<file path="config.mk">
export PLATFORM = sky130hd
export DESIGN_NAME = motor_command_line_parser_unit
export DESIGN_NICKNAME = d
export VERILOG_FILES = /design/src/rtl/core/mclp_pkg.sv /design/src/rtl/core/mclp_line_parser.sv /design/src/rtl/core/mclp_result_stage.sv /design/src/rtl/core/motor_command_line_parser_unit.sv
export SDC_FILE = /design/constraint.sdc
export NUM_CORES = 1
export LEC_CHECK = 0
export BUFFER_PORTS_ARGS = -buffer_cell sky130_fd_sc_hd__buf_2
export CORE_UTILIZATION = 45
export DETAILED_ROUTE_END_ITERATION = 10
export PLACE_DENSITY = 0.64
export REMOVE_ABC_BUFFERS = 1
export SYNTH_ARGS = -nofsm -noshare
export SYNTH_HDL_FRONTEND = slang
export SYNTH_SLANG_ARGS = --single-unit
</file>
<file path="constraint.sdc">
create_clock -name clk -period 3.8 [get_ports clk]
set_clock_uncertainty 0.2 [all_clocks]
set_input_delay 0.19 -clock clk [delete_from_list [all_inputs] [get_ports clk]]
set_output_delay 0.19 -clock clk [all_outputs]
set_load 0.01 [all_outputs]
</file>
<file path="src/rtl/core/mclp_pkg.sv">
// ----------------------------------------------------------------------------
// mclp_pkg
// Shared types and constants for the motor command line parser.
// ----------------------------------------------------------------------------
package mclp_pkg;

  localparam int VAL_W     = 16;
  localparam int NUM_SLOTS = 9;

  // slot map of the stored values
  localparam int SLOT_DRIVE  = 0;
  localparam int SLOT_STEER  = 1;
  localparam int SLOT_JOINT1 = 2;

  // ASCII codes
  localparam logic [7:0] CH_NUL   = 8'h00;
  localparam logic [7:0] CH_LF    = 8'h0A;
  localparam logic [7:0] CH_CR    = 8'h0D;
  localparam logic [7:0] CH_COMMA = 8'h2C;
  localparam logic [7:0] CH_MINUS = 8'h2D;
  localparam logic [7:0] CH_ZERO  = 8'h30;
  localparam logic [7:0] CH_NINE  = 8'h39;
  localparam logic [7:0] CH_A     = 8'h41;
  localparam logic [7:0] CH_B     = 8'h42;

  // ints per line and first slot of an arm line
  localparam logic [3:0] BASE_INTS     = 4'd2;
  localparam logic [3:0] ARM_INTS      = 4'd7;
  localparam logic [3:0] ARM_SLOT_BASE = 4'd2;

  typedef enum logic [2:0] {
    PH_CMD,
    PH_IGNORE,
    PH_COMMA0,
    PH_INT_START,
    PH_INT_MINUS,
    PH_INT_DIGITS,
    PH_OK,
    PH_FAIL
  } phase_t;

  typedef enum logic [1:0] {
    ST_IGNORED,
    ST_BASE_OK,
    ST_ARM_OK,
    ST_MALFORMED
  } status_t;

  // end-of-line commit request from the parser to the result stage
  typedef struct packed {
    logic                                fire;
    status_t                             status;
    logic [NUM_SLOTS-1:0]                mask;
    logic [NUM_SLOTS-1:0][VAL_W-1:0]     value;
  } commit_t;

endpackage

</file>
<file path="src/rtl/core/mclp_line_parser.sv">
// ----------------------------------------------------------------------------
// mclp_line_parser
// Per-byte line parse state, pending values and end-of-line commit request.
// ----------------------------------------------------------------------------
module mclp_line_parser import mclp_pkg::*; #(
  parameter int LINE_CAPACITY = 64
) (
  input  logic       clk,
  input  logic       rst_n,
  input  logic       step,
  input  logic [7:0] rx_byte,
  output commit_t    commit
);

  localparam int LEN_W = $clog2(LINE_CAPACITY);

  logic [LEN_W-1:0] len_r, len_nxt;
  phase_t           phase_r, phase_nxt;
  logic             arm_r, arm_nxt;
  logic [2:0]       rel_r, rel_nxt;
  logic             minus_r, minus_nxt;
  logic [VAL_W-1:0] acc_r, acc_nxt;
  logic [VAL_W-1:0] pending_r [NUM_SLOTS];

  logic             is_cr, is_lf, is_digit, room;
  logic [7:0]       c_off;
  logic [3:0]       digit;
  logic [VAL_W-1:0] acc_digit, fin_val;
  logic [3:0]       rel_inc, limit, base_off, slot_fin;
  logic             complete;
  logic             pend_we;

  assign is_cr    = (rx_byte == CH_CR);
  assign is_lf    = (rx_byte == CH_LF);
  assign is_digit = (rx_byte >= CH_ZERO) && (rx_byte <= CH_NINE);
  assign room     = (len_r < LEN_W'(LINE_CAPACITY - 1));
  assign c_off    = rx_byte - CH_ZERO;
  assign digit    = c_off[3:0];
  // acc*10 + digit, modulo 2^16
  assign acc_digit = (acc_r << 3) + (acc_r << 1) + {{(VAL_W-4){1'b0}}, digit};
  assign fin_val   = minus_r ? (~acc_r + {{(VAL_W-1){1'b0}}, 1'b1}) : acc_r;
  assign rel_inc   = {1'b0, rel_r} + 4'd1;
  assign limit     = arm_r ? ARM_INTS : BASE_INTS;
  assign complete  = (rel_inc >= limit);
  assign base_off  = arm_r ? ARM_SLOT_BASE : 4'd0;
  assign slot_fin  = {1'b0, rel_r} + base_off;

  // next state
  always_comb begin
    len_nxt   = len_r;
    phase_nxt = phase_r;
    arm_nxt   = arm_r;
    rel_nxt   = rel_r;
    minus_nxt = minus_r;
    acc_nxt   = acc_r;
    pend_we   = 1'b0;
    if (step && !is_cr) begin
      if (!is_lf && room) begin
        len_nxt = len_r + LEN_W'(1);
        unique case (phase_r)
          PH_CMD: begin
            if (rx_byte == CH_B) begin
              arm_nxt   = 1'b0;
              phase_nxt = PH_COMMA0;
            end else if (rx_byte == CH_A) begin
              arm_nxt   = 1'b1;
              phase_nxt = PH_COMMA0;
            end else begin
              phase_nxt = PH_IGNORE;
            end
          end
          PH_COMMA0: begin
            if (rx_byte == CH_COMMA) begin
              phase_nxt = PH_INT_START;
              minus_nxt = 1'b0;
              acc_nxt   = '0;
            end else begin
              phase_nxt = PH_FAIL;
            end
          end
          PH_INT_START, PH_INT_MINUS: begin
            if (phase_r == PH_INT_START && rx_byte == CH_MINUS) begin
              minus_nxt = 1'b1;
              phase_nxt = PH_INT_MINUS;
            end else if (is_digit) begin
              acc_nxt   = {{(VAL_W-4){1'b0}}, digit};
              phase_nxt = PH_INT_DIGITS;
            end else begin
              phase_nxt = PH_FAIL;
            end
          end
          PH_INT_DIGITS: begin
            if (is_digit) begin
              acc_nxt = acc_digit;
            end else begin
              // digit run ends: stash the value, then check the ending byte
              pend_we = 1'b1;
              rel_nxt = rel_inc[2:0];
              if (complete) begin
                phase_nxt = (rx_byte == CH_NUL) ? PH_OK : PH_FAIL;
              end else if (rx_byte == CH_COMMA) begin
                phase_nxt = PH_INT_START;
                minus_nxt = 1'b0;
                acc_nxt   = '0;
              end else begin
                phase_nxt = PH_FAIL;
              end
            end
          end
          default: begin
          end
        endcase
      end else begin
        // newline, or overflow: line restarts empty
        len_nxt   = '0;
        phase_nxt = PH_CMD;
        arm_nxt   = 1'b0;
        rel_nxt   = '0;
        minus_nxt = 1'b0;
        acc_nxt   = '0;
      end
    end
  end

  // end-of-line commit request
  always_comb begin
    logic       fin_now;
    logic [2:0] done;
    logic [3:0] rel_of;
    status_t    ok_st;
    fin_now       = 1'b0;
    done          = '0;
    rel_of        = '0;
    ok_st         = arm_r ? ST_ARM_OK : ST_BASE_OK;
    commit.fire   = step && is_lf;
    commit.status = ST_IGNORED;
    unique case (phase_r)
      PH_INT_DIGITS: begin
        fin_now       = 1'b1;
        done          = rel_inc[2:0];
        commit.status = complete ? ok_st : ST_MALFORMED;
      end
      PH_COMMA0, PH_INT_START, PH_INT_MINUS, PH_FAIL: begin
        done          = rel_r;
        commit.status = ST_MALFORMED;
      end
      PH_OK: begin
        done          = rel_r;
        commit.status = ok_st;
      end
      default: begin
        done = '0;
      end
    endcase
    for (int s = 0; s < NUM_SLOTS; s++) begin
      rel_of = 4'(s) - base_off;
      commit.mask[s] = commit.fire && (4'(s) >= base_off) &&
                       (rel_of < {1'b0, done}) && (rel_of < limit);
      commit.value[s] = (fin_now && slot_fin == 4'(s)) ? fin_val : pending_r[s];
    end
  end

  always_ff @(posedge clk) begin
    if (!rst_n) begin
      len_r   <= '0;
      phase_r <= PH_CMD;
      arm_r   <= 1'b0;
      rel_r   <= '0;
      minus_r <= 1'b0;
      acc_r   <= '0;
    end else begin
      len_r   <= len_nxt;
      phase_r <= phase_nxt;
      arm_r   <= arm_nxt;
      rel_r   <= rel_nxt;
      minus_r <= minus_nxt;
      acc_r   <= acc_nxt;
    end
  end

  // pending values: no reset, only entries written in this line are read
  always_ff @(posedge clk) begin
    for (int s = 0; s < NUM_SLOTS; s++) begin
      if (pend_we && slot_fin == 4'(s)) begin
        pending_r[s] <= fin_val;
      end
    end
  end

endmodule

</file>
<file path="src/rtl/core/mclp_result_stage.sv">
// ----------------------------------------------------------------------------
// mclp_result_stage
// Committed command values, result status and the output valid flag.
// ----------------------------------------------------------------------------
module mclp_result_stage import mclp_pkg::*; (
  input  logic                            clk,
  input  logic                            rst_n,
  input  commit_t                         commit,
  input  logic                            out_ready,
  output logic                            out_valid,
  output logic [1:0]                      out_status,
  output logic [NUM_SLOTS-1:0][VAL_W-1:0] values
);

  logic                            valid_r, valid_nxt;
  status_t                         status_r;
  logic [NUM_SLOTS-1:0][VAL_W-1:0] committed_r;

  // commit only fires when the register is free or being drained
  assign valid_nxt = commit.fire ? 1'b1 : (out_ready ? 1'b0 : valid_r);

  always_ff @(posedge clk) begin
    if (!rst_n) begin
      valid_r     <= 1'b0;
      committed_r <= '0;
    end else begin
      valid_r <= valid_nxt;
      for (int s = 0; s < NUM_SLOTS; s++) begin
        if (commit.mask[s]) begin
          committed_r[s] <= commit.value[s];
        end
      end
    end
  end

  always_ff @(posedge clk) begin
    if (commit.fire) begin
      status_r <= commit.status;
    end
  end

  assign out_valid  = valid_r;
  assign out_status = status_r;
  assign values     = committed_r;

endmodule

</file>
<file path="src/rtl/core/motor_command_line_parser_unit.sv">
// ----------------------------------------------------------------------------
// motor_command_line_parser_unit
// Serial command line parser for base drive/steer and seven arm joint speeds.
//
// Feed one received byte per item. Carriage returns are dropped; every
// newline yields exactly one result item carrying a status (0 ignored line,
// 1 base command ok, 2 arm command ok, 3 malformed) and all nine stored
// values. Lines are "B,<drive>,<steer>" or "A,<j1>,...,<j7>"; each int is an
// optional minus and one or more digits, wrapping to 16 bits, and is
// committed at the newline once its digit run has ended, even if the line
// later fails. A zero byte ends the text. A line reaching LINE_CAPACITY-1
// stored bytes drops the next byte and restarts empty with no result. Rate:
// one byte per cycle sustained while the output is not stalled; a byte is
// parsed from the input register, and a parsed newline's result is
// registered into the output register. The input stalls only while a
// result waits in the output register and out_ready is low.
// ----------------------------------------------------------------------------
module motor_command_line_parser_unit import mclp_pkg::*; #(
  parameter int LINE_CAPACITY = 64
) (
  input  logic               clk,
  input  logic               rst_n,
  input  logic               in_valid,
  output logic               in_ready,
  input  logic [7:0]         in_rx_byte,
  output logic               out_valid,
  input  logic               out_ready,
  output logic [1:0]         out_status,
  output logic signed [15:0] out_drive_speed,
  output logic signed [15:0] out_steer_target,
  output logic signed [15:0] out_joint_speed_1,
  output logic signed [15:0] out_joint_speed_2,
  output logic signed [15:0] out_joint_speed_3,
  output logic signed [15:0] out_joint_speed_4,
  output logic signed [15:0] out_joint_speed_5,
  output logic signed [15:0] out_joint_speed_6,
  output logic signed [15:0] out_joint_speed_7
);

  logic                            in_v_r, in_v_nxt;
  logic [7:0]                      in_byte_r;
  logic                            step_ok;   // result register can take a result
  logic                            proc;      // byte in the input register is parsed
  commit_t                         commit;
  logic [NUM_SLOTS-1:0][VAL_W-1:0] values;

  assign step_ok  = !out_valid || out_ready;
  assign proc     = in_v_r && step_ok;
  assign in_ready = !in_v_r || step_ok;
  assign in_v_nxt = (in_valid && in_ready) ? 1'b1 : (proc ? 1'b0 : in_v_r);

  // input register
  always_ff @(posedge clk) begin
    if (!rst_n) begin
      in_v_r <= 1'b0;
    end else begin
      in_v_r <= in_v_nxt;
    end
  end

  always_ff @(posedge clk) begin
    if (in_valid && in_ready) begin
      in_byte_r <= in_rx_byte;
    end
  end

  // parse state and end-of-line evaluation
  mclp_line_parser #(
    .LINE_CAPACITY(LINE_CAPACITY)
  ) u_parser (
    .clk    (clk),
    .rst_n  (rst_n),
    .step   (proc),
    .rx_byte(in_byte_r),
    .commit (commit)
  );

  // committed values and result register
  mclp_result_stage u_result (
    .clk       (clk),
    .rst_n     (rst_n),
    .commit    (commit),
    .out_ready (out_ready),
    .out_valid (out_valid),
    .out_status(out_status),
    .values    (values)
  );

  assign out_drive_speed   = values[SLOT_DRIVE];
  assign out_steer_target  = values[SLOT_STEER];
  assign out_joint_speed_1 = values[SLOT_JOINT1];
  assign out_joint_speed_2 = values[SLOT_JOINT1 + 1];
  assign out_joint_speed_3 = values[SLOT_JOINT1 + 2];
  assign out_joint_speed_4 = values[SLOT_JOINT1 + 3];
  assign out_joint_speed_5 = values[SLOT_JOINT1 + 4];
  assign out_joint_speed_6 = values[SLOT_JOINT1 + 5];
  assign out_joint_speed_7 = values[SLOT_JOINT1 + 6];

  // a parsed newline always yields a result next cycle
  a_lf_gives_result: assert property (@(posedge clk) disable iff (!rst_n)
    proc && in_byte_r == CH_LF |=> out_valid)
    else $error("newline parsed without a result");

  // other bytes never create a result
  a_no_spurious_result: assert property (@(posedge clk) disable iff (!rst_n)
    proc && in_byte_r != CH_LF && !out_valid |=> !out_valid)
    else $error("result raised by a non-newline byte");

  // an ignored line commits nothing
  a_ignored_no_commit: assert property (@(posedge clk) disable iff (!rst_n)
    commit.fire && commit.status == ST_IGNORED |-> commit.mask == '0)
    else $error("ignored line wrote stored values");

  // input stalls only behind a waiting result
  a_stall_cause: assert property (@(posedge clk) disable iff (!rst_n)
    !in_ready |-> in_v_r && out_valid && !out_ready)
    else $error("input stalled without a waiting result");

endmodule

</file>
==> impl_metrics.csv <==
group,metric,value,unit
pwr,combPwrFrac,1.4,%
routing,drtIter0Drc,1248,
pwr,p_total,7.401,mW
setup_path,crit_family,"simple AND/OR/NAND/NOR gates",
clock_tree,clock_latency,510,ps
routing,wl_per_cell,20.96,µm
timing,whs,91.46,ps
placement,dp_hpwl,28510,µm
setup_path,r2r_slack,420,ps
pwr,p_int,5.896,mW
timing,finalCriticalPeriod,3382,ps
timing,final.period_utilization,89.01,%
layout,layout_commonest_cell,"nand2_1",
layout,mostFrequentLayoutCells,"nand2_1, dfxtp_1, buf_2",
global_routing,antenna_found_initial,0,
logic_synthesis,synth-seq-area-share,56.85,%
clock_tree,cts_tree,"yes",
clock_tree,htreeDepth,2,
timing,slew_viol_final,0,
global_routing,grt_pass1_wl,64250,µm
worst_hold_path,holdCritPathClass,"in -> reg",
logic_synthesis,synth_flop_cell,"dfxtp_1",
logic_synthesis,ys_types,75,
routing,drtPass1Iterations,5,
status,status,"complete, no violations",
timing,slew_headroom,18.56,%
pwr,pwr-share-clk,48.4,%
die,start_util,46.25,%
die,die_w,180.5,µm
setup_path,crit_chain,"or4_4 > or4_1 > nor2_4 > nand3_1 > nand3_1 > o221ai_1",
timing,rsz0062_at_grt,"false",
routing,vias,11760,
setup_path,max_stage_delay,730,ps
clock_tree,cts_root_buf,"clkbuf_16",
pwr,ir_drop,0.3222,mV
global_routing,use_met1,34.81,%
routing,drt_drc_violations_left,0,
setup_path,cp.required,3970,ps
layout,layout-drive-gt1-share,18.74,%
pwr,leakage,6.544,nW
timing,tightest_slew,1213,ps
setup_path,cp_slowest_cell,"or4_1",
global_routing,grtUsageMet2,41.57,%
setup_path,cp_data_arrival_time,3560,ps
die,die_y,180.5,µm
placement,port_buffers,159,
clock_tree,clock-sinks,330,
die,row_count,64,
global_routing,grt_pass1_vias,10910,
logic_synthesis,ys_async_sr_fraction,0,%
logic_synthesis,syn-mean-instance-area,10.13,µm²
global_routing,grt_usage,25.67,%
setup_path,startpoint_type,"flip-flop",
placement,place_congestion,0.9227,
die,coreArea,30990,µm²
setup_path,crit_fanout,17,
pwr,seq_power_share,50.2,%
global_routing,overflow,0,
die,io_pins,160,
clock_tree,clockBufferDepth,3,
setup_path,criticalPathCategory,"reg -> reg",
logic_synthesis,synth_enable_flop_cells,154,
routing,wirelength,42540,µm
setup_path,path_buf_inv,0,
clock_tree,cts.clk_slew.worst_paths,60,ps
pwr,cellPowerDensity,431.4,nW/µm²
clock_tree,cts_buffers,36,
logic_synthesis,yosysWarnings,0,
die,die_area,32570,µm²
job,cap_viol_max_count,0,
global_routing,top_usage_layer,"met2",
logic_synthesis,synth_cells,1415,
pwr,sw_frac_of_total,20.34,%
pwr,power_switching,1.505,mW
routing,viasPerCell,5.798,
layout,fin_nets,1661,
logic_synthesis,netlist_area,14330,µm²
worst_hold_path,min_to,"u_parser.phase_r[2]$_SDFFE_PN0P_",
timing,setup_violations,0,
clock_tree,post_cts_buffers,0,
global_routing,grt_max_degree,79,
worst_hold_path,worstHoldPathCells,3,
layout,synthToLayoutAreaGrowth,19.69,%
routing,ant_nets,0,
global_routing,use_met3,3.638,%
logic_synthesis,postSynthRegisterBits,330,
timing,finalSetupTns,0,ps
worst_hold_path,hp-start,"rst_n",
setup_path,r2r-end,"u_result.values[137]$_SDFFE_PN0P_",
layout,antenna_cells_inserted,0,
timing,fmax,295.7,MHz
setup_path,crit_top_cell,"nand3_1",
setup_path,reg2reg_depth,6,
setup_path,endpoint_kind,"flip-flop",
setup_path,timing.rr.start,"in_byte_r[4]$_DFFE_PP_",
timing,hold_viol_final,0,
worst register-to-register path, cell delays in order (launching register included):
cell and delay [ps]:
edfxtp_1 430, or4_4 570, or4_1 730, nor2_4 310
nand3_1 550, nand3_1 310, o221ai_1 140
final cells by class:
| type | instances | area [µm²] |
|---|---|---|
| clock buffer | 52 | 1066 |
| sequential | 330 | 8148 |
| multi-input combinational | 966 | 5759 |
| tap | 396 | 495.5 |
| inverter | 38 | 142.6 |
| timing repair buffer | 234 | 1389 |
| clock inverter | 13 | 155.1 |
| fill | 2727 | 13830 |
cells in the mapped netlist, drive strengths merged, types with 8 or more instances:
cell,n,share of area [%]
mux2i,11,0.77
nand2b,9,0.39
a21oi,130,4.5
ha,41,3.6
o221ai,9,0.55
o31ai,15,0.79
nand3,89,3.1
edfxtp,154,32
nand2,199,5.2
buf,21,0.86
nand4,9,0.39
xnor2,15,0.92
and3,10,0.44
o21ai,79,2.8
nor3,22,0.80
a22o,8,0.49
o211ai,78,4.1
dfxtp,176,25
inv,37,0.97
nor2,105,2.8
xor2,15,0.92
clkbuf,60,1.6
through the flow:
stage | util, % | cell area (µm²) | setup WS [ps] | instances
after CTS | 55.36 | 17160 | 480.7 | 2029
after global placement | 51.06 | 15820 | 562.6 | 1953
after detailed placement | 51.06 | 15820 | 488.0 | 1953
final | 55.36 | 17160 | 417.7 | 2029
after global routing | 55.36 | 17160 | 235.8 | 2029
after floorplan | - | 13980 | 280.4 | 1334
per-layer routing:
metal	vias to the layer above	wire length (µm)
met3	87	2918
met5	-	0
met1	5637	18510
met2	458	19520
li1	5582	-
met4	0	1582
flip-flops by register name, summed over array words and instances (netlist names), 2 cells and up:
name / cells
u_parser.rel_r: 3
in_byte_r: 8
u_result.values: 144
u_parser.len_r: 6
u_parser.phase_r: 3
u_parser.pending_r: 144
u_result.out_status: 2
u_parser.acc_r: 16
how the worst max path moves through the flow:
stage                                startpoint                                 end  slack (ps)  cells after the start
5_1_grt        u_parser.phase_r[0]$_SDFFE_PN0P_   u_result.values[137]$_SDFFE_PN0P_         240                      9
3_3_place_gp             in_byte_r[4]$_DFFE_PP_    u_result.values[17]$_SDFFE_PN0P_         560                      7
6_report                 in_byte_r[4]$_DFFE_PP_   u_result.values[137]$_SDFFE_PN0P_         420                      6
3_5_place_dp             in_byte_r[4]$_DFFE_PP_    u_result.values[17]$_SDFFE_PN0P_         490                      7
4_1_cts                  in_byte_r[4]$_DFFE_PP_    u_result.values[17]$_SDFFE_PN0P_         480                      7
2_1_floorplan            in_byte_r[2]$_DFFE_PP_  u_parser.pending_r[0][0]$_DFFE_PP_         280                      6
cell families after synthesis:
logic type / after synthesis / synth area share [%]
adder cells (fa/ha/maj): 43 / 3.859
buffers and inverters: 119 / 3.422
AND/OR/NAND/NOR: 483 / 15.31
flip-flops: 330 / 56.85
multiplexers: 11 / 0.7683
XOR/XNOR: 30 / 1.833
AO/OA/AOI/OAI: 399 / 17.96
power groups by stage:
stage / clock network, mW / logic (mW) / registers [mW]
after floorplan: 0 / 0.0443 / 3.79
after global placement: 0 / 0.0945 / 3.79
after detailed placement: 0 / 0.0954 / 3.79
after CTS: 3.63 / 0.104 / 3.71
after global routing: 3.78 / 0.115 / 3.71
final: 3.58 / 0.106 / 3.71
what timing repair did:
item,CTS,global route
hold buffers,11,0
hold endpoints to repair,10,0
resized for setup,0,0
Note: power is estimated with default switching activity, not from simulation.
